$ cat config.mk
export PLATFORM = sky130hd
export DESIGN_NAME = meaf_alu
export DESIGN_NICKNAME = d
export VERILOG_FILES = /design/src/design/meaf_pkg.sv /design/src/design/meaf_alu.sv
export SDC_FILE = /design/constraint.sdc
export NUM_CORES = 2
export LEC_CHECK = 0
export BUFFER_PORTS_ARGS = -buffer_cell sky130_fd_sc_hd__buf_4
export CORE_MARGIN = 2
export CORE_UTILIZATION = 25
export CTS_BUF_LIST = sky130_fd_sc_hd__clkbuf_4
export CTS_CLUSTER_DIAMETER = 150
export CTS_CLUSTER_SIZE = 12
export DETAILED_ROUTE_END_ITERATION = 16
export PLACE_DENSITY_LB_ADDON = 0.1
export SLEW_MARGIN = 20
export SYNTH_ARGS = -nofsm -noshare
export SYNTH_HDL_FRONTEND = slang
export SYNTH_SLANG_ARGS = --single-unit
$ cat constraint.sdc
create_clock -name clk -period 8.4 [get_ports clk]
set_input_delay 0.42 -clock clk [delete_from_list [all_inputs] [get_ports clk]]
set_output_delay 0.42 -clock clk [all_outputs]
set_load 0.02 [all_outputs]
$ cat src/design/meaf_pkg.sv
`timescale 1ns / 1ps

package meaf_pkg;

  localparam int DataW = 32;
  localparam int ImmW = 16;
  localparam int DivBitsPerStage = 2;
  localparam int DivStages = DataW / DivBitsPerStage;

  localparam logic [5:0] OpcRtype = 6'h00;
  localparam logic [5:0] OpcJ     = 6'h02;
  localparam logic [5:0] OpcBeq   = 6'h04;
  localparam logic [5:0] OpcBlez  = 6'h06;
  localparam logic [5:0] OpcBgtz  = 6'h07;
  localparam logic [5:0] OpcAddi  = 6'h08;
  localparam logic [5:0] OpcLw    = 6'h23;
  localparam logic [5:0] OpcSw    = 6'h2B;
  localparam logic [5:0] FnMult   = 6'h18;
  localparam logic [5:0] FnDiv    = 6'h1A;
  localparam logic [5:0] FnAdd    = 6'h20;
  localparam logic [5:0] FnSub    = 6'h22;

  localparam logic [1:0] SrcDecoded = 2'd0;
  localparam logic [1:0] SrcReread  = 2'd1;
  localparam logic [1:0] SrcForward = 2'd2;

  typedef enum logic [3:0] {
    OP_NONE, OP_ADD, OP_SUB, OP_MULT, OP_DIV, OP_ADDI, OP_MEM,
    OP_BGTZ, OP_BLEZ, OP_BEQ, OP_J
  } op_t;

  typedef struct packed {
    logic             valid;
    op_t              op;
    logic [DataW-1:0] rs;
    logic [DataW-1:0] rt;
    logic [ImmW-1:0]  imm;
  } dec_t;

  typedef struct packed {
    logic             valid;
    logic             is_div;
    logic             neg;
    logic             dz;
    logic [DataW-1:0] res;
    logic             wr;
    logic [DataW-1:0] addr;
    logic             taken;
    logic [ImmW-1:0]  tgt;
  } ex_t;

  typedef struct packed {
    ex_t              ctl;
    logic [DataW-1:0] rem;
    logic [DataW-1:0] num;
    logic [DataW-1:0] den;
  } div_work_t;

  function automatic logic [DataW-1:0] pick_operand(logic [1:0] sel, logic [DataW-1:0] dec,
      logic [DataW-1:0] rer, logic [DataW-1:0] fwd, logic stall2);
    logic [DataW-1:0] v;
    case (sel)
      SrcReread:  v = rer;
      SrcForward: v = stall2 ? rer : fwd;
      default:    v = dec;
    endcase
    return v;
  endfunction

  function automatic op_t decode_op(logic [5:0] opcode, logic [5:0] funct);
    op_t o;
    case (opcode)
      OpcRtype: begin
        case (funct)
          FnAdd:   o = OP_ADD;
          FnSub:   o = OP_SUB;
          FnMult:  o = OP_MULT;
          FnDiv:   o = OP_DIV;
          default: o = OP_NONE;
        endcase
      end
      OpcLw, OpcSw: o = OP_MEM;
      OpcAddi:      o = OP_ADDI;
      OpcBgtz:      o = OP_BGTZ;
      OpcBlez:      o = OP_BLEZ;
      OpcBeq:       o = OP_BEQ;
      OpcJ:         o = OP_J;
      default:      o = OP_NONE;
    endcase
    return o;
  endfunction

  function automatic div_work_t div_step(div_work_t w);
    div_work_t o;
    logic [DataW:0] t;
    logic [DataW:0] diff;
    o = w;
    for (int i = 0; i < DivBitsPerStage; i++) begin
      t = {o.rem, o.num[DataW-1]};
      o.num = {o.num[DataW-2:0], 1'b0};
      diff = t - {1'b0, o.den};
      if (t >= {1'b0, o.den}) begin
        o.rem = diff[DataW-1:0];
        o.num[0] = 1'b1;
      end else begin
        o.rem = t[DataW-1:0];
      end
    end
    return o;
  endfunction

endpackage

$ cat src/design/meaf_alu.sv
`timescale 1ns / 1ps

module meaf_alu (
  input  logic                 clk,
  input  logic                 rst,
  input  logic                 en,
  input  meaf_pkg::dec_t       dec,
  output meaf_pkg::div_work_t  work
);

  meaf_pkg::ex_t ex_next;
  logic [meaf_pkg::DataW-1:0] imm_ext;
  logic [meaf_pkg::DataW-1:0] rs_mag;
  logic [meaf_pkg::DataW-1:0] rt_mag;
  logic rs_neg;
  logic rs_zero;

  assign imm_ext = {{(meaf_pkg::DataW - meaf_pkg::ImmW){dec.imm[meaf_pkg::ImmW-1]}}, dec.imm};
  assign rs_neg  = dec.rs[meaf_pkg::DataW-1];
  assign rs_zero = (dec.rs == '0);
  assign rs_mag  = rs_neg ? (~dec.rs + 1'b1) : dec.rs;
  assign rt_mag  = dec.rt[meaf_pkg::DataW-1] ? (~dec.rt + 1'b1) : dec.rt;

  always_comb begin
    ex_next        = '0;
    ex_next.valid  = dec.valid;
    ex_next.neg    = rs_neg ^ dec.rt[meaf_pkg::DataW-1];
    case (dec.op)
      meaf_pkg::OP_ADD: begin
        ex_next.res = dec.rs + dec.rt;
        ex_next.wr  = 1'b1;
      end
      meaf_pkg::OP_SUB: begin
        ex_next.res = dec.rs - dec.rt;
        ex_next.wr  = 1'b1;
      end
      meaf_pkg::OP_MULT: begin
        ex_next.res = dec.rs * dec.rt;
        ex_next.wr  = 1'b1;
      end
      meaf_pkg::OP_DIV: begin
        ex_next.is_div = 1'b1;
        ex_next.dz     = (dec.rt == '0);
        ex_next.wr     = (dec.rt != '0);
      end
      meaf_pkg::OP_ADDI: begin
        ex_next.res = dec.rs + imm_ext;
        ex_next.wr  = 1'b1;
      end
      meaf_pkg::OP_MEM:  ex_next.addr  = dec.rs + imm_ext;
      meaf_pkg::OP_BGTZ: ex_next.taken = !rs_neg && !rs_zero;
      meaf_pkg::OP_BLEZ: ex_next.taken = rs_neg || rs_zero;
      meaf_pkg::OP_BEQ:  ex_next.taken = (dec.rs == dec.rt);
      meaf_pkg::OP_J:    ex_next.taken = 1'b1;
      default: ;
    endcase
    ex_next.tgt = ex_next.taken ? dec.imm : '0;
  end

  always_ff @(posedge clk) begin
    if (rst) begin
      work.ctl.valid <= 1'b0;
    end else if (en) begin
      work.ctl.valid <= ex_next.valid;
    end
    if (en) begin
      work.ctl.is_div <= ex_next.is_div;
      work.ctl.neg    <= ex_next.neg;
      work.ctl.dz     <= ex_next.dz;
      work.ctl.res    <= ex_next.res;
      work.ctl.wr     <= ex_next.wr;
      work.ctl.addr   <= ex_next.addr;
      work.ctl.taken  <= ex_next.taken;
      work.ctl.tgt    <= ex_next.tgt;
      work.rem        <= '0;
      work.num        <= rs_mag;
      work.den        <= rt_mag;
    end
  end

endmodule

==> flow_summary.json <==
{
  "setup.worst_path.start_class": "input pin",
  "hpwl_um": 94000,
  "fp-row-count": 121,
  "netlist_area_um2": 27300,
  "die_w_um": 334,
  "slew_headroom_pct": 24.2,
  "multi_input_area_um2": 20400,
  "worst_ep_required_time_ns": 8.95,
  "maxCapViolCount": 0,
  "final_common_cell": "inv_1",
  "finalSetupTns_ns": 0,
  "num-nets-final": 3861,
  "grt_max_degree": 91,
  "synth.distinct_cells": 79,
  "syn_to_final_growth_pct": 14.5,
  "synthDominantCellAreaShare_pct": 30.2,
  "synth_fa_ha_area_share_pct": 40.2,
  "cp-startpoint": "dec[30]",
  "drt_drc_violations_left": 0,
  "drt_iter0_markers": 1910,
  "first_pass_iters": 5,
  "status": "finished clean",
  "synth-simple-area-share_pct": 16.7,
  "crit_path_top_delay_cell": "fa_1",
  "cts_setup_buffers": 0,
  "fillers": 11540,
  "crit_path_end": "work[176]",
  "synth_compound_gate_area_share_pct": 10.9,
  "async_flop_share_pct": 0,
  "r2r_cells": 3,
  "post_cts_resized": 0,
  "clkSinkCount": 150,
  "rsz0062_at_grt": "no",
  "synth_top_family_by_area": "adder cells",
  "via_count": 22171,
  "skew_ns": 0,
  "period_minus_slack_ns": 7.07,
  "track_usage_pct": 21.2,
  "cts-root-buf": "clkbuf_4",
  "crit_buf_inv": 4,
  "largest-register": "work",
  "largest_register_ffs": 150,
  "clock_latency_ns": 0.80,
  "hp-class": "in2reg",
  "core_um2": 109000,
  "reg2reg_to": "work[181]",
  "start_util_pct": 25.1,
  "yosysTopAreaCell": "fa_1",
  "r2r-start": "work[181]",
  "setup-violations-final": 0,
  "worst-path-stages": 23,
  "max_freq_mhz": 141,
  "grt_pass1_vias": 23464,
  "synth_xor_xnor_area_share_pct": 6.11,
  "htreeDepth": 4,
  "dieArea_um2": 112000,
  "layout_common_cells": "inv_1, fa_1, nand2_1, buf_4, and2_1",
  "synth-seq-area-share_pct": 16.5,
  "ys.warnings.count": 0,
  "postSynthCellCount": 2951,
  "reg_top3": "work (150)",
  "viasPerCell": 4.84,
  "regArea_um2": 4490,
  "period_share_pct": 84.2,
  "cp.arrival_ns": 7.62,
  "slew_viol_final": 0,
  "worst_pin_slew_ns": 1.13,
  "synthMuxAreaShare_pct": 0.298,
  "r2r_setup_slack_ns": 7.25,
  "max_stage_delay_ns": 0.57,
  "synthTopCellsByArea": "fa_1, edfxtp_1, ha_1",
  "routedWlPerCell_um": 25.7,
  "critPathMaxFanout": 19,
  "synth_edf_count": 149,
  "cp_common_cell": "fa_1",
  "finalWirelength_um": 118000,
  "syn_area_per_cell_um2": 9.23,
  "layout-drive-gt1-share_pct": 11.4,
  "antenna_found_initial": 14,
  "hold_viol": 0,
  "gp_congestion": 0.876,
  "clk_pin_slew_ns": 0.18,
  "ys.flop_type": "edfxtp_1",
  "setup.worst_path.end_class": "register",
  "overflow": 0,
  "grt_pass1_wl_um": 171000,
  "io_buffers": 237,
  "ys_ff_latch": 150,
  "cp_top_family": "adder cells",
  "path_cells": "dlygate4sd3_1 > buf_4 > and2_1 > fa_1 > fa_1 > inv_1 > fa_1 > inv_1 > fa_1 > fa_1 > fa_1 > fa_1 > fa_1 > ha_1 > nand2_1 > o21ai_0 > nand2b_1 > a21oi_1 > a21o_1 > o21ai_0 > mux2i_1 > o21ai_0 > o211ai_1",
  "io_pins": 270,
  "crit_type": "in2reg",
  "postRouteAntennaNets": 0,
  "cts_tree": "yes",
  "die_h_um": 334,
  "cts_buffer_depth": 2,
  "cts_buffers": 17
}
==> through the flow <==
stage / worst slack [ns] / hold slack, ns / utilization (%) / area, um2 / cells
floorplan: 1.13 / 0.492 / - / 27400 / 2982
global placement: 0.461 / 0.479 / 28.1 / 30500 / 4497
detailed placement: 0.486 / 0.491 / 28.1 / 30500 / 4497
CTS: 1.38 / 0.00472 / 28.7 / 31200 / 4571
global route: 0.992 / 0.0437 / 28.7 / 31200 / 4576
finish: 1.33 / 0.0970 / 28.7 / 31200 / 4579
==> layout make-up <==
| cell class | count | area share [%] |
|---|---|---|
| multi-input combinational | 2196 | 65.2 |
| sequential | 150 | 14.4 |
| timing repair buffer | 330 | 8.29 |
| tap | 1414 | 5.67 |
| inverter | 449 | 5.40 |
| clock inverter | 15 | 0.517 |
| clock buffer | 17 | 0.409 |
| antenna | 8 | 0.0642 |
==> layer usage <==
layer  wire [um]  GRT usage, %  share of wire, %
met1       55600          30.4                47
met2       54200          34.5                46
met3        5900          2.12               5.0
met4        2160          4.57               1.8
met5           0             0                 0
==> cells by family (layout without fill, tap and decap cells) <==
kind of cell	after synthesis	in the layout
muxes	8	8
other	1	40
adders and majority gates	629	629
xor gates and xnor gates	190	190
AOI/OAI and AO/OA	439	439
DFF	150	150
buffers and inverters	636	811
and+or+nand+nor	898	898
==> repair_timing <==
action | 4_1_cts | 5_1_grt
hold buffers | 42 | 0
endpoints found under the hold margin | 40 | 0
setup endpoints to repair | 0 | 0
==> worst min path at each step <==
stage               startpoint         to  slack (ns)  cells past startpoint
floorplan                  rst  work[181]        0.49                      1
global placement     work[181]  work[181]        0.48                      2
detailed placement   work[181]  work[181]        0.49                      2
CTS                    dec[36]   work[20]       0.005                      2
global route           dec[29]   work[13]        0.04                      2
finish                 dec[36]   work[20]         0.1                      2
==> cells in the mapped netlist, types with 4 or more instances <==
| library cell | n |
|---|---|
| a211o_1 | 7 |
| a211oi_1 | 20 |
| a21o_1 | 36 |
| a21oi_1 | 95 |
| a221o_1 | 12 |
| a221oi_1 | 8 |
| a22oi_1 | 5 |
| a31oi_1 | 12 |
| and2_1 | 258 |
| and2b_1 | 5 |
| and3_1 | 11 |
| buf_1 | 7 |
| buf_4 | 32 |
| clkbuf_1 | 145 |
| edfxtp_1 | 149 |
| fa_1 | 411 |
| ha_1 | 218 |
| inv_1 | 447 |
| mux2i_1 | 7 |
| nand2_1 | 288 |
| nand2b_1 | 25 |
| nand3_1 | 24 |
| nand3b_1 | 5 |
| nand4_1 | 12 |
| nor2_1 | 162 |
| nor2b_1 | 13 |
| nor2b_2 | 8 |
| nor3_1 | 23 |
| nor4_1 | 8 |
| o211ai_1 | 15 |
| o21a_1 | 14 |
| o21ai_0 | 90 |
| o21bai_1 | 17 |
| o221ai_1 | 21 |
| o22ai_1 | 17 |
| o31ai_1 | 23 |
| o41ai_1 | 11 |
| or2_2 | 10 |
| or3_1 | 19 |
| or4_1 | 10 |
| or4_4 | 4 |
| xnor2_1 | 155 |
| xor2_1 | 35 |
Power is not shown: default switching activity piles up to over one toggle a cycle in this logic, so the estimate is an artifact.
