===== config.mk =====
export PLATFORM = sky130hd
export DESIGN_NAME = meaf_decode_flat
export DESIGN_NICKNAME = d
export VERILOG_FILES = /design/src/design/meaf_pkg.sv /design/src/design/meaf_if.sv /design/src/design/meaf_decode.sv /design/src/flat_wrapper.sv
export SDC_FILE = /design/constraint.sdc
export NUM_CORES = 1
export LEC_CHECK = 0
export ABC_AREA = 1
export BUFFER_PORTS_ARGS = -buffer_cell sky130_fd_sc_hd__clkbuf_2
export CORE_AREA = 2 2 124 126
export CTS_BUF_LIST = sky130_fd_sc_hd__clkbuf_8
export DETAILED_ROUTE_END_ITERATION = 16
export DIE_AREA = 0 0 126 128
export PLACE_DENSITY = 0.7
export SLEW_MARGIN = 10
export SYNTH_ARGS = -nofsm -noshare
export SYNTH_HDL_FRONTEND = slang
export SYNTH_SLANG_ARGS = --single-unit

===== constraint.sdc =====
create_clock -name clk -period 1.2 [get_ports clk]
set_input_delay 0 -clock clk [delete_from_list [all_inputs] [get_ports clk]]
set_output_delay 0 -clock clk [all_outputs]
set_load 0.005 [all_outputs]

===== src/design/meaf_pkg.sv =====
`timescale 1ns / 1ps

package meaf_pkg;

  localparam int DataW = 32;
  localparam int ImmW = 16;
  localparam int DivBitsPerStage = 2;
  localparam int DivStages = DataW / DivBitsPerStage;

  localparam logic [5:0] OpcRtype = 6'h00;
  localparam logic [5:0] OpcJ     = 6'h02;
  localparam logic [5:0] OpcBeq   = 6'h04;
  localparam logic [5:0] OpcBlez  = 6'h06;
  localparam logic [5:0] OpcBgtz  = 6'h07;
  localparam logic [5:0] OpcAddi  = 6'h08;
  localparam logic [5:0] OpcLw    = 6'h23;
  localparam logic [5:0] OpcSw    = 6'h2B;
  localparam logic [5:0] FnMult   = 6'h18;
  localparam logic [5:0] FnDiv    = 6'h1A;
  localparam logic [5:0] FnAdd    = 6'h20;
  localparam logic [5:0] FnSub    = 6'h22;

  localparam logic [1:0] SrcDecoded = 2'd0;
  localparam logic [1:0] SrcReread  = 2'd1;
  localparam logic [1:0] SrcForward = 2'd2;

  typedef enum logic [3:0] {
    OP_NONE, OP_ADD, OP_SUB, OP_MULT, OP_DIV, OP_ADDI, OP_MEM,
    OP_BGTZ, OP_BLEZ, OP_BEQ, OP_J
  } op_t;

  typedef struct packed {
    logic             valid;
    op_t              op;
    logic [DataW-1:0] rs;
    logic [DataW-1:0] rt;
    logic [ImmW-1:0]  imm;
  } dec_t;

  typedef struct packed {
    logic             valid;
    logic             is_div;
    logic             neg;
    logic             dz;
    logic [DataW-1:0] res;
    logic             wr;
    logic [DataW-1:0] addr;
    logic             taken;
    logic [ImmW-1:0]  tgt;
  } ex_t;

  typedef struct packed {
    ex_t              ctl;
    logic [DataW-1:0] rem;
    logic [DataW-1:0] num;
    logic [DataW-1:0] den;
  } div_work_t;

  function automatic logic [DataW-1:0] pick_operand(logic [1:0] sel, logic [DataW-1:0] dec,
      logic [DataW-1:0] rer, logic [DataW-1:0] fwd, logic stall2);
    logic [DataW-1:0] v;
    case (sel)
      SrcReread:  v = rer;
      SrcForward: v = stall2 ? rer : fwd;
      default:    v = dec;
    endcase
    return v;
  endfunction

  function automatic op_t decode_op(logic [5:0] opcode, logic [5:0] funct);
    op_t o;
    case (opcode)
      OpcRtype: begin
        case (funct)
          FnAdd:   o = OP_ADD;
          FnSub:   o = OP_SUB;
          FnMult:  o = OP_MULT;
          FnDiv:   o = OP_DIV;
          default: o = OP_NONE;
        endcase
      end
      OpcLw, OpcSw: o = OP_MEM;
      OpcAddi:      o = OP_ADDI;
      OpcBgtz:      o = OP_BGTZ;
      OpcBlez:      o = OP_BLEZ;
      OpcBeq:       o = OP_BEQ;
      OpcJ:         o = OP_J;
      default:      o = OP_NONE;
    endcase
    return o;
  endfunction

  function automatic div_work_t div_step(div_work_t w);
    div_work_t o;
    logic [DataW:0] t;
    logic [DataW:0] diff;
    o = w;
    for (int i = 0; i < DivBitsPerStage; i++) begin
      t = {o.rem, o.num[DataW-1]};
      o.num = {o.num[DataW-2:0], 1'b0};
      diff = t - {1'b0, o.den};
      if (t >= {1'b0, o.den}) begin
        o.rem = diff[DataW-1:0];
        o.num[0] = 1'b1;
      end else begin
        o.rem = t[DataW-1:0];
      end
    end
    return o;
  endfunction

endpackage


===== src/design/meaf_if.sv =====
`timescale 1ns / 1ps

interface meaf_instr_if;
  logic        valid;
  logic        ready;
  logic [5:0]  opcode;
  logic [5:0]  funct;
  logic signed [31:0] rs_decoded;
  logic signed [31:0] rt_decoded;
  logic signed [31:0] rs_reread;
  logic signed [31:0] rt_reread;
  logic signed [31:0] rs_forwarded;
  logic signed [31:0] rt_forwarded;
  logic [1:0]  rs_source;
  logic [1:0]  rt_source;
  logic        after_load_stall;
  logic signed [15:0] immediate;

  modport source (output valid, opcode, funct, rs_decoded, rt_decoded, rs_reread, rt_reread,
    rs_forwarded, rt_forwarded, rs_source, rt_source, after_load_stall, immediate,
    input ready);
  modport sink (input valid, opcode, funct, rs_decoded, rt_decoded, rs_reread, rt_reread,
    rs_forwarded, rt_forwarded, rs_source, rt_source, after_load_stall, immediate,
    output ready);
endinterface



===== src/design/meaf_decode.sv =====
`timescale 1ns / 1ps

module meaf_decode (
  input  logic             clk,
  input  logic             rst,
  input  logic             en,
  meaf_instr_if.sink       instr,
  output meaf_pkg::dec_t   dec
);

  assign instr.ready = en;

  always_ff @(posedge clk) begin
    if (rst) begin
      dec.valid <= 1'b0;
    end else if (en) begin
      dec.valid <= instr.valid;
    end
    if (en) begin
      dec.op  <= meaf_pkg::decode_op(instr.opcode, instr.funct);
      dec.rs  <= meaf_pkg::pick_operand(instr.rs_source, instr.rs_decoded, instr.rs_reread,
                   instr.rs_forwarded, instr.after_load_stall);
      dec.rt  <= meaf_pkg::pick_operand(instr.rt_source, instr.rt_decoded, instr.rt_reread,
                   instr.rt_forwarded, instr.after_load_stall);
      dec.imm <= instr.immediate;
    end
  end

endmodule


===== src/flat_wrapper.sv =====
// flat-port wrapper written by rule: the top's interface ports become plain ports
module meaf_decode_flat 
  (clk, rst, en, dec, instr_valid, instr_opcode, instr_funct, instr_rs_decoded, instr_rt_decoded, instr_rs_reread, instr_rt_reread, instr_rs_forwarded, instr_rt_forwarded, instr_rs_source, instr_rt_source, instr_after_load_stall, instr_immediate, instr_ready);
  meaf_instr_if instr_i ();
  input  logic clk;
  input  logic rst;
  input  logic en;
  output meaf_pkg::dec_t dec;
  input wire logic [$bits(instr_i.valid)-1:0] instr_valid;
  input wire logic [$bits(instr_i.opcode)-1:0] instr_opcode;
  input wire logic [$bits(instr_i.funct)-1:0] instr_funct;
  input wire logic [$bits(instr_i.rs_decoded)-1:0] instr_rs_decoded;
  input wire logic [$bits(instr_i.rt_decoded)-1:0] instr_rt_decoded;
  input wire logic [$bits(instr_i.rs_reread)-1:0] instr_rs_reread;
  input wire logic [$bits(instr_i.rt_reread)-1:0] instr_rt_reread;
  input wire logic [$bits(instr_i.rs_forwarded)-1:0] instr_rs_forwarded;
  input wire logic [$bits(instr_i.rt_forwarded)-1:0] instr_rt_forwarded;
  input wire logic [$bits(instr_i.rs_source)-1:0] instr_rs_source;
  input wire logic [$bits(instr_i.rt_source)-1:0] instr_rt_source;
  input wire logic [$bits(instr_i.after_load_stall)-1:0] instr_after_load_stall;
  input wire logic [$bits(instr_i.immediate)-1:0] instr_immediate;
  output wire logic [$bits(instr_i.ready)-1:0] instr_ready;
  assign instr_i.valid = instr_valid;
  assign instr_i.opcode = instr_opcode;
  assign instr_i.funct = instr_funct;
  assign instr_i.rs_decoded = instr_rs_decoded;
  assign instr_i.rt_decoded = instr_rt_decoded;
  assign instr_i.rs_reread = instr_rs_reread;
  assign instr_i.rt_reread = instr_rt_reread;
  assign instr_i.rs_forwarded = instr_rs_forwarded;
  assign instr_i.rt_forwarded = instr_rt_forwarded;
  assign instr_i.rs_source = instr_rs_source;
  assign instr_i.rt_source = instr_rt_source;
  assign instr_i.after_load_stall = instr_after_load_stall;
  assign instr_i.immediate = instr_immediate;
  assign instr_ready = instr_i.ready;
  meaf_decode u_core (.clk(clk), .rst(rst), .en(en), .instr(instr_i), .dec(dec));
endmodule

==> results of run 1 <==
## what timing repair did
action / 4_1_cts / 5_1_grt
gates resized for setup: 0 / 1
endpoints found under the setup margin: 0 / 1
endpoints found under the hold margin: 74 / 1
hold buffers: 75 / 1
setup buffers: 0 / 1
## per-layer routing
metal	vias to the layer above	part of all wire [%]	GRT usage (%)
met2	269	51	39.9
li1	3005	-	-
met1	2686	40	25.6
met3	36	6.8	4.97
met4	0	2.9	9.63
met5	-	0	0
## final cells by class
class                      instances  area, sq um  area share [%]
timing repair buffer             415         2660            31.7
sequential                        85         2540            30.3
multi-input combinational        371         1970            23.4
inverter                         208          781            9.31
tap                              188          235            2.80
clock buffer                       9          124            1.48
clock inverter                     7         81.3           0.969
## worst max path at each step
stage / startpoint / endpoint
after floorplan: instr_rt_source[0] / u_core.dec[24]
after global placement: instr_rt_source[0] / u_core.dec[17]
after detailed placement: instr_rt_source[0] / u_core.dec[32]
after CTS: u_core.dec[84] / u_core.dec[84]
after global routing: u_core.dec[84] / u_core.dec[84]
final: u_core.dec[84] / u_core.dec[84]
## stage by stage
step	setup slack, ps	instances	hold slack (ps)
finish	38.5	1283	20.0
global route	14.8	1283	12.2
CTS	68.6	1281	0.948
detailed placement	22.4	1190	163
global placement	69.7	1190	160
floorplan	128	704	72.4
## tightest hold or removal path: stages
cell	delay [ps]
clkbuf_2	80
inv_1	60
a22oi_2	70
## layout by cell type, fill, tap and decap left out
cell type	netlist	layout
nand2_1	148	148
nor2_1	15	15
o21ai_0	1	1
a21oi_1	64	64
ha_2	0	2
clkinvlp_4	0	1
clkbuf_2	0	313
ha_1	4	2
clkbuf_8	5	9
inv_1	207	207
dlygate4sd3_1	0	76
nand3_1	71	71
buf_4	5	15
nor3_1	1	1
inv_6	0	4
dfxtp_2	0	1
a22oi_1	42	42
a22oi_2	22	22
bufinv_16	0	1
mux2i_1	1	1
edfxtp_1	84	84
nor2_2	2	2
clkinv_4	0	1
inv_2	1	1
buf_12	0	11
## where the power goes
group / leakage [nW] / total (W) / switching [W] / internal, W
clock network: 0.101 / 0.00222 / 0.00122 / 0.000998
registers: 0.828 / 0.00376 / 0.0000941 / 0.00367
logic: 3.70 / 0.00227 / 0.00113 / 0.00113
## kinds of logic (layout without fill, tap and decap cells)
group	count (synthesis)	in the layout	synth area share [%]
buf+inv	248	639	19.5
simple gates	237	237	17.6
mux	1	1	0.179
fa+ha+maj	4	4	0.895
flops	85	85	45.5
compound gates	129	129	16.4
==> metrics.md, run 1 <==
| Metric | Value |
|---|---|
| Most numerous cell in the Yosys netlist | `inv_1` |
| Synthesized instance count | `704` |
| N_diodes | `0` |
| Endpoints failing setup | `0` |
| CTS H-tree lvls | `3` |
| Ports | `315` |
| # fillers | `1358` |
| Pins Over Slew Limit | `0` |
| Initial antenna violation count | `0` |
| Stages on the worst setup path | `3` |
| RePlAce Congestion | `0.869` |
| Max stage delay on crit path | `550 ps` |
| Clk root buf | `clkbuf_8` |
| HPWL Detailed | `13.1 mm` |
| Rel. slew slack | `77.0%` |
| Synth top area cells | `edfxtp_1 45%, inv_1 14%, nand2_1 9.9%, nand3_1 6.4%, a21oi_1 5.7%` |
| DRC Markers | `0` |
| Post-synth top area cell | `edfxtp_1` |
| Placed Area | `7420 sq um` |
| Syn nets | `937` |
| CTS tree | `yes` |
| Crit path max fanout | `2` |
| CP Class | `reg2reg` |
| Synthesized flop and latch total | `85` |
| First-pass GRT wire length | `28.7 mm` |
| Largest regs | `u_core.dec x85` |
| LEAKAGE | `4.63 nW` |
| Worst reg2reg path endpoint | `u_core.dec[84]` |
| Largest register by flop count | `u_core.dec` |
| Worst-Margin Slew | `345 ps` |
| Hold Crit Depth | `3` |
| Reg2reg start | `u_core.dec[84]` |
| Most used flip-flop cell after synthesis | `edfxtp_1` |
| Largest net degree at the start of global routing | `50` |
| Crit path time final | `1160 ps` |
| Commonest cells post-synth | `207 x inv_1, 148 x nand2_1, 84 x edfxtp_1, 71 x nand3_1, 64 x a21oi_1` |
| Synth top area share | `45.1%` |
| Starting Density | `37.6%` |
| Final core occ | `56.4%` |
| Data required, critical path | `1460 ps` |
| Pwr per Cell Area | `983 nW/um^2` |
| End of the worst hold path | `u_core.dec[38]` |
| Vias | `5996` |
| Ys async rst share | `0%` |
| Syn Area/Cell | `7.94 sq um` |
| Critical Path End Type | `flop` |
| Register area share after synthesis | `45.5%` |
| Period utilization | `96.8%` |
| Via/cell ratio | `4.67` |
| Gr usage total | `22.3%` |
| WP data arrival | `1420 ps` |
| Routed WL | `18.6 mm` |
| Grt total ovfl | `0` |
| Num Clock Sinks | `85` |
| Clk slew on worst S/H paths | `100 ps` |
| Synth Cell Area | `5590 sq um` |
| RSZ-0062 raised after global routing | `false` |
| Final Hold Fails | `0` |
| Post-synth EDFFs | `84` |
| Max reg flops | `85` |
| Max cap viols | `0` |
| Peak VDD IR | `0.750 mV` |
| Post-layout net count | `1323` |
| Starting DRT DRC Count | `397` |
| Setup TNS | `0 ps` |
| Min-delay src | `instr_rt_decoded[22]` |
| Die Y | `128 um` |
| Buf+Inv Stages, Crit Path | `1` |
| Synth warn | `0` |
| Chip width | `126 um` |
| Vias in the first global route | `5952` |
| IO Port Bufs | `314` |
| Total power | `0.00824 W` |
| Synth-to-Final Area Change | `50.0%` |
| Die footprint | `16100 sq um` |
| Worst path cell trace | `mux2i_1 > nor2_1 > dlygate4sd3_1` |
| Share of cells above drive strength 1 | `35.0%` |
| DR pass1 iterations | `5` |
| CP Launch Type | `flop` |
| R2r worst-path depth | `3` |
| Final setup skew | `0 ps` |
| Reg-to-reg slack, setup | `40 ps` |
| Run status | `finished, final reports clean` |
| Bufs on Longest Clock Path | `2` |
| ANT nets after route | `0` |
| Avg WL per Cell | `14.5 um` |
| CTS buffer count | `9` |
| Core area | `14900 sq um` |
| CP max stage cell | `dlygate4sd3_1` |
| Unique cell type count in the Yosys netlist | `20` |
| Cell area after layout | `8390 sq um` |
| Top Family by Delay on Critical Path | `buffers and inverters` |
| F_max | `861 MHz` |
| Clk_lat worst skew | `360 ps` |
| Core Rows | `45` |
| Class of the worst hold path | `in2reg` |
Note: power is estimated with default switching activity, not from simulation.
==> run 2, diff against run 1 <==
- ABC_AREA: 1 -> 0
- CORE_AREA: 2 2 124 126 -> 2 2 122 124
- DIE_AREA: 0 0 126 128 -> 0 0 124 126
==> run 2 against run 1 <==
Net effect:
- the flow now finishes with violations (negative hold slack)
- clock skew unchanged
- non-clock buffer count rose by 30
- worst hold slack worse by 25 ps
- setup slack better by 130 ps
- maximum frequency up 13%
- utilization grew 2.8 points
- via count fell by 13%
- first-iteration DRC count down 35%
- sequential cell count did not move
- register-to-register slack better by 550 ps
- routed wire length down 0.52%
- critical endpoint is now u_core.dec[34]
- highest routed layer unchanged
==> metrics.md, run 2 <==
| Metric | Value |
|---|---|
| Switching Fraction | `28.9% (-0.78 points)` |
| Starting DRT DRC Count | `260 (-35%)` |
| Post-CTS Setup Inserts | `0 (unchanged)` |
| Avg WL per Cell | `18.1 um (+25%)` |
| Chip width | `124 um (-1.6%)` |
| Critical Path End Type | `flop` |
| Peak VDD IR | `0.469 mV (-37%)` |
| Ports | `315 (unchanged)` |
| F_max | `971 MHz (+13%)` |
| CP Class | `in2reg` |
| Num Clock Sinks | `85 (unchanged)` |
| Commonest non-fill, non-tap cell in the layout | `clkbuf_2` |
| Hold slack | `-4.54 ps (-24.6 ps)` |
| # fillers | `1193 (-12%)` |
| Worst-Margin Slew | `466 ps (+121 ps)` |
| Reg2reg start | `u_core.dec[84]` |
| Grt total ovfl | `0 (unchanged)` |
| Max stage delay on crit path | `560 ps (about the same)` |
| Clk slew on worst S/H paths | `90 ps (about the same)` |
| Final core occ | `59.3% (+2.8 points)` |
| Reg-to-reg slack, setup | `590 ps (+550 ps)` |
| Clk_lat worst skew | `370 ps (about the same)` |
| Worst path cell trace | `dlygate4sd3_1 > clkbuf_2 > mux2_4 > a22oi_1 > o21ai_1` |
| Part of the power in combinational logic | `29.8% (+2.3 points)` |
| R2r worst-path depth | `2 (-1)` |
| Syn Area/Cell | `12.9 sq um (+62%)` |
| Routed WL | `18.5 mm (-0.52%)` |
| Core Rows | `44 (-2.2%)` |
| Die Y | `126 um (-1.6%)` |
| Class of the worst hold path | `in2reg` |
| CP max stage cell | `dlygate4sd3_1` |
| CP Launch Type | `input pin` |
| WP data arrival | `1160 ps (-260 ps)` |
| Flop pwr share | `46.5% (+0.9 points)` |
| Starting Density | `36.8% (-0.80 points)` |
| Run status | `complete, but fails checks` |
| Synth Cell Area | `5270 sq um (-5.7%)` |
| Die footprint | `15600 sq um (-3.1%)` |
| Pwr per Cell Area | `945 nW/um^2 (-3.8%)` |
| Worst setup path endpoint | `u_core.dec[34]` |
| Clock power share | `23.7% (-3.2 points)` |
| Clk root buf | `clkbuf_8` |
| Most numerous cell in the Yosys netlist | `edfxtp_1` |
| Final setup skew | `0 ps (unchanged)` |
| Vias in the first global route | `5729 (-3.7%)` |
| Post-layout net count | `1065 (-20%)` |
| Max reg flops | `85 (unchanged)` |
| Crit path time final | `1030 ps (-132 ps)` |
| Synth top area share | `47.9% (+2.8 points)` |
| FF/Latch Area | `2540 sq um (unchanged)` |
| DRC Markers | `0 (unchanged)` |
| Bufs on Longest Clock Path | `2 (unchanged)` |
| Most used flip-flop cell after synthesis | `edfxtp_1` |
| Final Hold Fails | `1 (+1)` |
| Worst reg2reg path endpoint | `u_core.dec[84]` |
| Post-Layout Cell Count | `1022 (-20%)` |
| Vias | `5239 (-13%)` |
| Post-synth EDFFs | `84 (unchanged)` |
| LEAKAGE | `3.80 nW (-18%)` |
| Ys async rst share | `0% (unchanged)` |
| CP startpoint | `instr_rt_reread[18]` |
| Setup TNS | `0 ps (unchanged)` |
| Data required, critical path | `1330 ps (-130 ps)` |
| Synthesized instance count | `410 (-42%)` |
| Share of cells above drive strength 1 | `56.9% (+22 points)` |
| RSZ-0062 raised after global routing | `false` |
| Psw | `0.00232 W (-5.3%)` |
| Final WS setup | `170 ps (+132 ps)` |
| Register area share after synthesis | `48.2% (+2.8 points)` |
| HPWL Detailed | `12.8 mm (-2.8%)` |
| Pins Over Slew Limit | `0 (unchanged)` |
| RePlAce Congestion | `0.831 (-4.4%)` |
| Initial antenna violation count | `1 (+1)` |
| DR pass1 iterations | `5 (unchanged)` |
| Synth warn | `0 (unchanged)` |
| Largest net degree at the start of global routing | `42 (-16%)` |
| Syn nets | `643 (-31%)` |
| Multi-input logic area | `2520 sq um (+28%)` |
| Pre-CTS setup slack | `-22.0 ps (-44.3 ps)` |
| Post-synth top area cell | `edfxtp_1` |
| Largest regs | `u_core.dec x85` |
| Unique cell type count in the Yosys netlist | `32 (+60%)` |
| Synth top area cells | `edfxtp_1 48%, mux2_4 17%, a22oi_2 14%, o21ai_1 5.7%, nand2_1 4.7%` |
| Endpoints failing setup | `0 (unchanged)` |
| Largest register by flop count | `u_core.dec` |
| CTS buffer count | `9 (unchanged)` |
| ANT nets after route | `0 (unchanged)` |
| IO Port Bufs | `314 (unchanged)` |
| Commonest cells post-synth | `84 x edfxtp_1, 66 x nand2_1, 60 x mux2_4, 60 x o21ai_1, 58 x a22oi_2` |
| Rel. slew slack | `68.8% (-8.2 points)` |
| Crit path max fanout | `2 (unchanged)` |
| Max cap viols | `0 (unchanged)` |
| Most frequent cells in the layout | `312 x clkbuf_2, 112 x dlygate4sd3_1, 84 x edfxtp_1, 66 x nand2_1` |
| Synthesized flop and latch total | `85 (unchanged)` |
| Core area | `14300 sq um (-3.7%)` |
| Placed cells | `893 (-25%)` |
| First-pass GRT wire length | `27.9 mm (-2.6%)` |
| CTS tree | `yes` |
| Period utilization | `85.8% (-11 points)` |
| CTS H-tree lvls | `3 (unchanged)` |
| Violated checks | `negative hold slack` |
| Synth-to-Final Area Change | `60.9%` |
| Internal Pwr Total | `0.00570 W (-1.7%)` |
| Via/cell ratio | `5.13 (+9.7%)` |
| Gr usage total | `23.3% (+0.99 points)` |
[run 2: cell types whose count changed in the layout (fill, tap and decap cells not counted), sizes merged, moves of 3 or more]
cell,change
a21oi,-64
dlygate4sd3,+36
clkinv,+3
nand2,-82
nand3,-71
o21ai,+64
mux2,+64
inv,-205
buf,-5
nor2,-14
[run 2: metal layers]
layer / part of all wire (%) / vias to the layer above / track usage (%) / wire (um)
li1: - / 2422 / - / -
met1: 36 / 2434 / 24.2 / 6670
met2: 53 / 314 / 43.1 / 9770
met3: 7.3 / 69 / 4.66 / 1350
met4: 3.9 / 0 / 12.4 / 726
met5: 0 / - / 0 / 0
[run 2: power groups by stage]
stage          combinational, W  sequential [W]  clock, W
3_3_place_gp            0.00201         0.00378         0
4_1_cts                 0.00237         0.00372   0.00199
3_5_place_dp            0.00207         0.00379         0
2_1_floorplan          0.000931         0.00382         0
6_report                0.00239         0.00373   0.00190
5_1_grt                 0.00257         0.00376   0.00210
[run 2: critical path, delay by kind of cell]
family	cells	cell delay [ps]
buffers and inverters	2	690
AO/OA/AOI/OAI	2	220
multiplexers	1	250
[run 2: cell type report]
class	instances	area share, %
clock buffer	9	1.46
clock inverter	7	0.590
tap	184	2.71
multi-input combinational	285	29.7
antenna	1	0.0295
sequential	85	30.0
timing repair buffer	445	35.3
inverter	6	0.265
[run 2: cell families (layout without fill, tap and decap cells)]
kind of cell,count (synthesis),count (layout),synth area share (%)
compound gates,136,136,21.8
flops,85,85,48.2
simple gates,77,77,6.17
mux,66,66,18.3
buf+inv,40,467,4.15
fa+ha+maj,4,4,0.949
xor+xnor,2,2,0.332
other cells,0,1,0
[run 2: worst min-delay path by stage]
stage | end | cells past startpoint | slack [ps] | startpoint
2_1_floorplan | u_core.dec[84] | 1 | 70 | rst
5_1_grt | u_core.dec[16] | 3 | 6 | instr_rt_reread[0]
3_5_place_dp | u_core.dec[84] | 2 | 170 | rst
6_report | u_core.dec[64] | 3 | -5 | instr_rs_decoded[16]
4_1_cts | u_core.dec[31] | 3 | 2 | instr_rt_reread[15]
3_3_place_gp | u_core.dec[84] | 2 | 160 | rst
[run 2: repair_timing]
item | 4_1_cts | 5_1_grt
hold buffers | 112 | 1
setup endpoints to repair | 0 | 1
endpoints found under the hold margin | 91 | 1
gates resized for setup | 0 | 1
[run 2: per-stage QoR]
| step | hold WS, ps | power (W) | instance area (sq um) |
|---|---|---|---|
| 3_5_place_dp | 175 | 0.00585 | 7180 |
| 5_1_grt | 6.24 | 0.00842 | 8480 |
| 6_report | -4.54 | 0.00802 | 8480 |
| 2_1_floorplan | 72.4 | 0.00475 | 5270 |
| 3_3_place_gp | 162 | 0.00578 | 7180 |
| 4_1_cts | 1.56 | 0.00808 | 8480 |
==> run 3, diff against run 2 <==
- CORE_AREA: 2 2 122 124 -> 2 2 124 126
- DIE_AREA: 0 0 124 126 -> 0 0 126 128
- PLACE_DENSITY: 0.7 -> 0.71
- RECOVER_POWER: default -> 50
- clock period: 1.2 -> 0.84 ns (I/O delays scaled with it)
==> run 3 against run 2 <==
Net effect:
- global-route usage is 2.6 points lower
- first-iteration DRC count increased by 19%
- register-to-register slack lost 340 ps
- routed wire length fell by 7.6%
- the flow finishes with violations (negative setup slack)
- sequential share of layout area decreased by 0.59 points
- setup slack worse by 280 ps
- critical endpoint is now dec[64]
- die area rose by 3.2%
- critical path depth is 4 lower
- sequential power grew 43%
==> metrics.md, run 3 (same netlist as run 2, synthesis figures left out) <==
| Metric | Value |
|---|---|
| CTS H-tree lvls | `3 (unchanged)` |
| Final setup skew | `0 ps (unchanged)` |
| Share of cells above drive strength 1 | `58.7% (+1.8 points)` |
| Post-layout net count | `1083 (+1.7%)` |
| Clk slew on worst S/H paths | `90 ps (about the same)` |
| # fillers | `1205 (+1.0%)` |
| Violated checks | `negative setup slack` |
| Crit path max fanout | `1 (-1)` |
| Die footprint | `16100 sq um (+3.2%)` |
| Ports | `315 (unchanged)` |
| Starting DRT DRC Count | `309 (+19%)` |
| Critical Path End Type | `output pin` |
| CP Launch Type | `flop` |
| Chip width | `126 um (+1.6%)` |
| Met1 wire length | `6.41 mm (-3.9%)` |
| Grt total ovfl | `0 (unchanged)` |
| Routed WL | `17.1 mm (-7.6%)` |
| IO Port Bufs | `314 (unchanged)` |
| CTS tree | `yes` |
| Starting Density | `35.5% (-1.4 points)` |
| Die Y | `128 um (+1.6%)` |
| Final Hold Fails | `0 (-1)` |
| HPWL Detailed | `12.0 mm (-5.7%)` |
| Total power | `0.0115 W (+43%)` |
| Top Family by Delay on Critical Path | `flip-flops` |
| Most frequent cells in the layout | `312 x clkbuf_2, 106 x dlygate4sd3_1, 84 x edfxtp_1, 66 x nand2_1` |
| Synth-to-Final Area Change | `64.2%` |
| Period utilization | `113%` |
| Worst path cell trace | `clkbuf_2` |
| Reg2reg start | `u_core.dec[84]` |
| First-pass GRT wire length | `26.6 mm (-4.8%)` |
| Rel. slew slack | `55.9% (-13 points)` |
| Clk root buf | `clkbuf_8` |
| Worst-Margin Slew | `661 ps (+195 ps)` |
| Peak VDD IR | `0.659 mV (+40%)` |
| CP Class | `reg2out` |
| ANT nets after route | `0 (unchanged)` |
| Pwr per Cell Area | `1330 nW/um^2 (+40%)` |
| DRC Markers | `0 (unchanged)` |
| Num Clock Sinks | `85 (unchanged)` |
| Bufs on Longest Clock Path | `2 (unchanged)` |
| Metal3 WL | `1.22 mm (-9.6%)` |
| Largest register by flop count | `u_core.dec` |
| Core area | `14900 sq um (+3.8%)` |
| Top routing layer in use | `met4` |
| Run status | `complete, but fails checks` |
| CTS buffer count | `9 (unchanged)` |
| Via/cell ratio | `4.99 (-2.6%)` |
| CP startpoint | `u_core.dec[64]` |
| Crit path time final | `951 ps` |
| Min-delay src | `instr_rt_reread[27]` |
| Endpoints failing setup | `78 (+78)` |
| Initial antenna violation count | `0 (-1)` |
| Vias | `5208 (-0.59%)` |
| LEAKAGE | `3.90 nW (+2.7%)` |
| Buf+Inv Stages, Crit Path | `1 (-1)` |
| Metal2 WL | `9.01 mm (-7.8%)` |
| RSZ-0062 raised after global routing | `true` |
| Max cap viols | `0 (unchanged)` |
| DR pass1 iterations | `7 (+2)` |
| Max reg flops | `85 (unchanged)` |
| Vias in the first global route | `5418 (-5.4%)` |
| Data required, critical path | `840 ps (-490 ps)` |
| Max stage delay on crit path | `440 ps (-120 ps)` |
| Gr usage total | `20.7% (-2.6 points)` |
| Largest net degree at the start of global routing | `39 (-7.1%)` |
| Core Rows | `45 (+2.3%)` |
| Setup TNS | `-2300 ps (-2300 ps)` |
| Commonest non-fill, non-tap cell in the layout | `clkbuf_2` |
| CP max stage cell | `edfxtp_1` |
| Clk_lat worst skew | `370 ps (about the same)` |
| Placed cells | `921 (+3.1%)` |
| Class of the worst hold path | `in2reg` |
| WP data arrival | `950 ps (-210 ps)` |
| F_max | `1050 MHz` |
| N_diodes | `0 (-1)` |
| RePlAce Congestion | `0.915 (+10%)` |
| Largest regs | `u_core.dec x85` |
| Avg WL per Cell | `16.4 um (-9.4%)` |
| Hold slack | `27.2 ps (+31.7 ps)` |
| Post-Layout Cell Count | `1043 (+2.1%)` |
| Pins Over Slew Limit | `0 (unchanged)` |
| Final WS setup | `-111 ps (-281 ps)` |
-- run 3: path summary, 6_finish.rpt --
| path | depth (start not counted) | to | slack [ps] |
|---|---|---|---|
| worst max-delay path | 1 | dec[64] | -110 |
| worst max register to register | 2 | u_core.dec[84] | 250 |
| worst min register to register | 2 | u_core.dec[84] | 500 |
| worst min-delay path | 3 | u_core.dec[43] | 30 |
-- run 3: where the power goes --
part	total [W]	internal, W	switching [W]
Clock	0.00272	0.00108	0.00163
Combinational	0.00342	0.00193	0.00149
Sequential	0.00533	0.00519	0.000144
Total	0.0115	0.00820	0.00327
-- run 3: timing repair --
item | in CTS | in global routing
hold buffers | 107 | 0
setup endpoints to repair | 85 | 120
hold endpoints to repair | 84 | 0
resized for setup | 1 | 4
setup buffers | 0 | 0
-- run 3: worst min-delay path, stage by stage --
cell      delay [ps]
clkbuf_2         100
a22oi_2           70
o21ai_1          110
-- run 3: layer usage --
metal	up-vias	global-route usage, %
li1	2459	-
met1	2450	23.0
met2	260	38.0
met3	39	5.05
met4	0	8.14
met5	-	0
-- run 3: final cells by class --
cell class	count	area, sq um	share of cell area, %
clock buffers	9	124	1.43
inverters	6	22.5	0.260
repair buffers	463	3140	36.2
multi-input cells	285	2540	29.4
clock inverters	7	51.3	0.593
flip-flops and latches	85	2540	29.4
well taps	188	235	2.72
-- run 3: metrics by stage --
| stage | worst slack, ps | instance area (sq um) | util [%] |
|---|---|---|---|
| after floorplan | -155 | 5370 | - |
| after global placement | -387 | 7430 | 50.0 |
| after detailed placement | -405 | 7430 | 50.0 |
| after CTS | -136 | 8680 | 58.4 |
| after global routing | -166 | 8650 | 58.2 |
| final | -111 | 8650 | 58.2 |
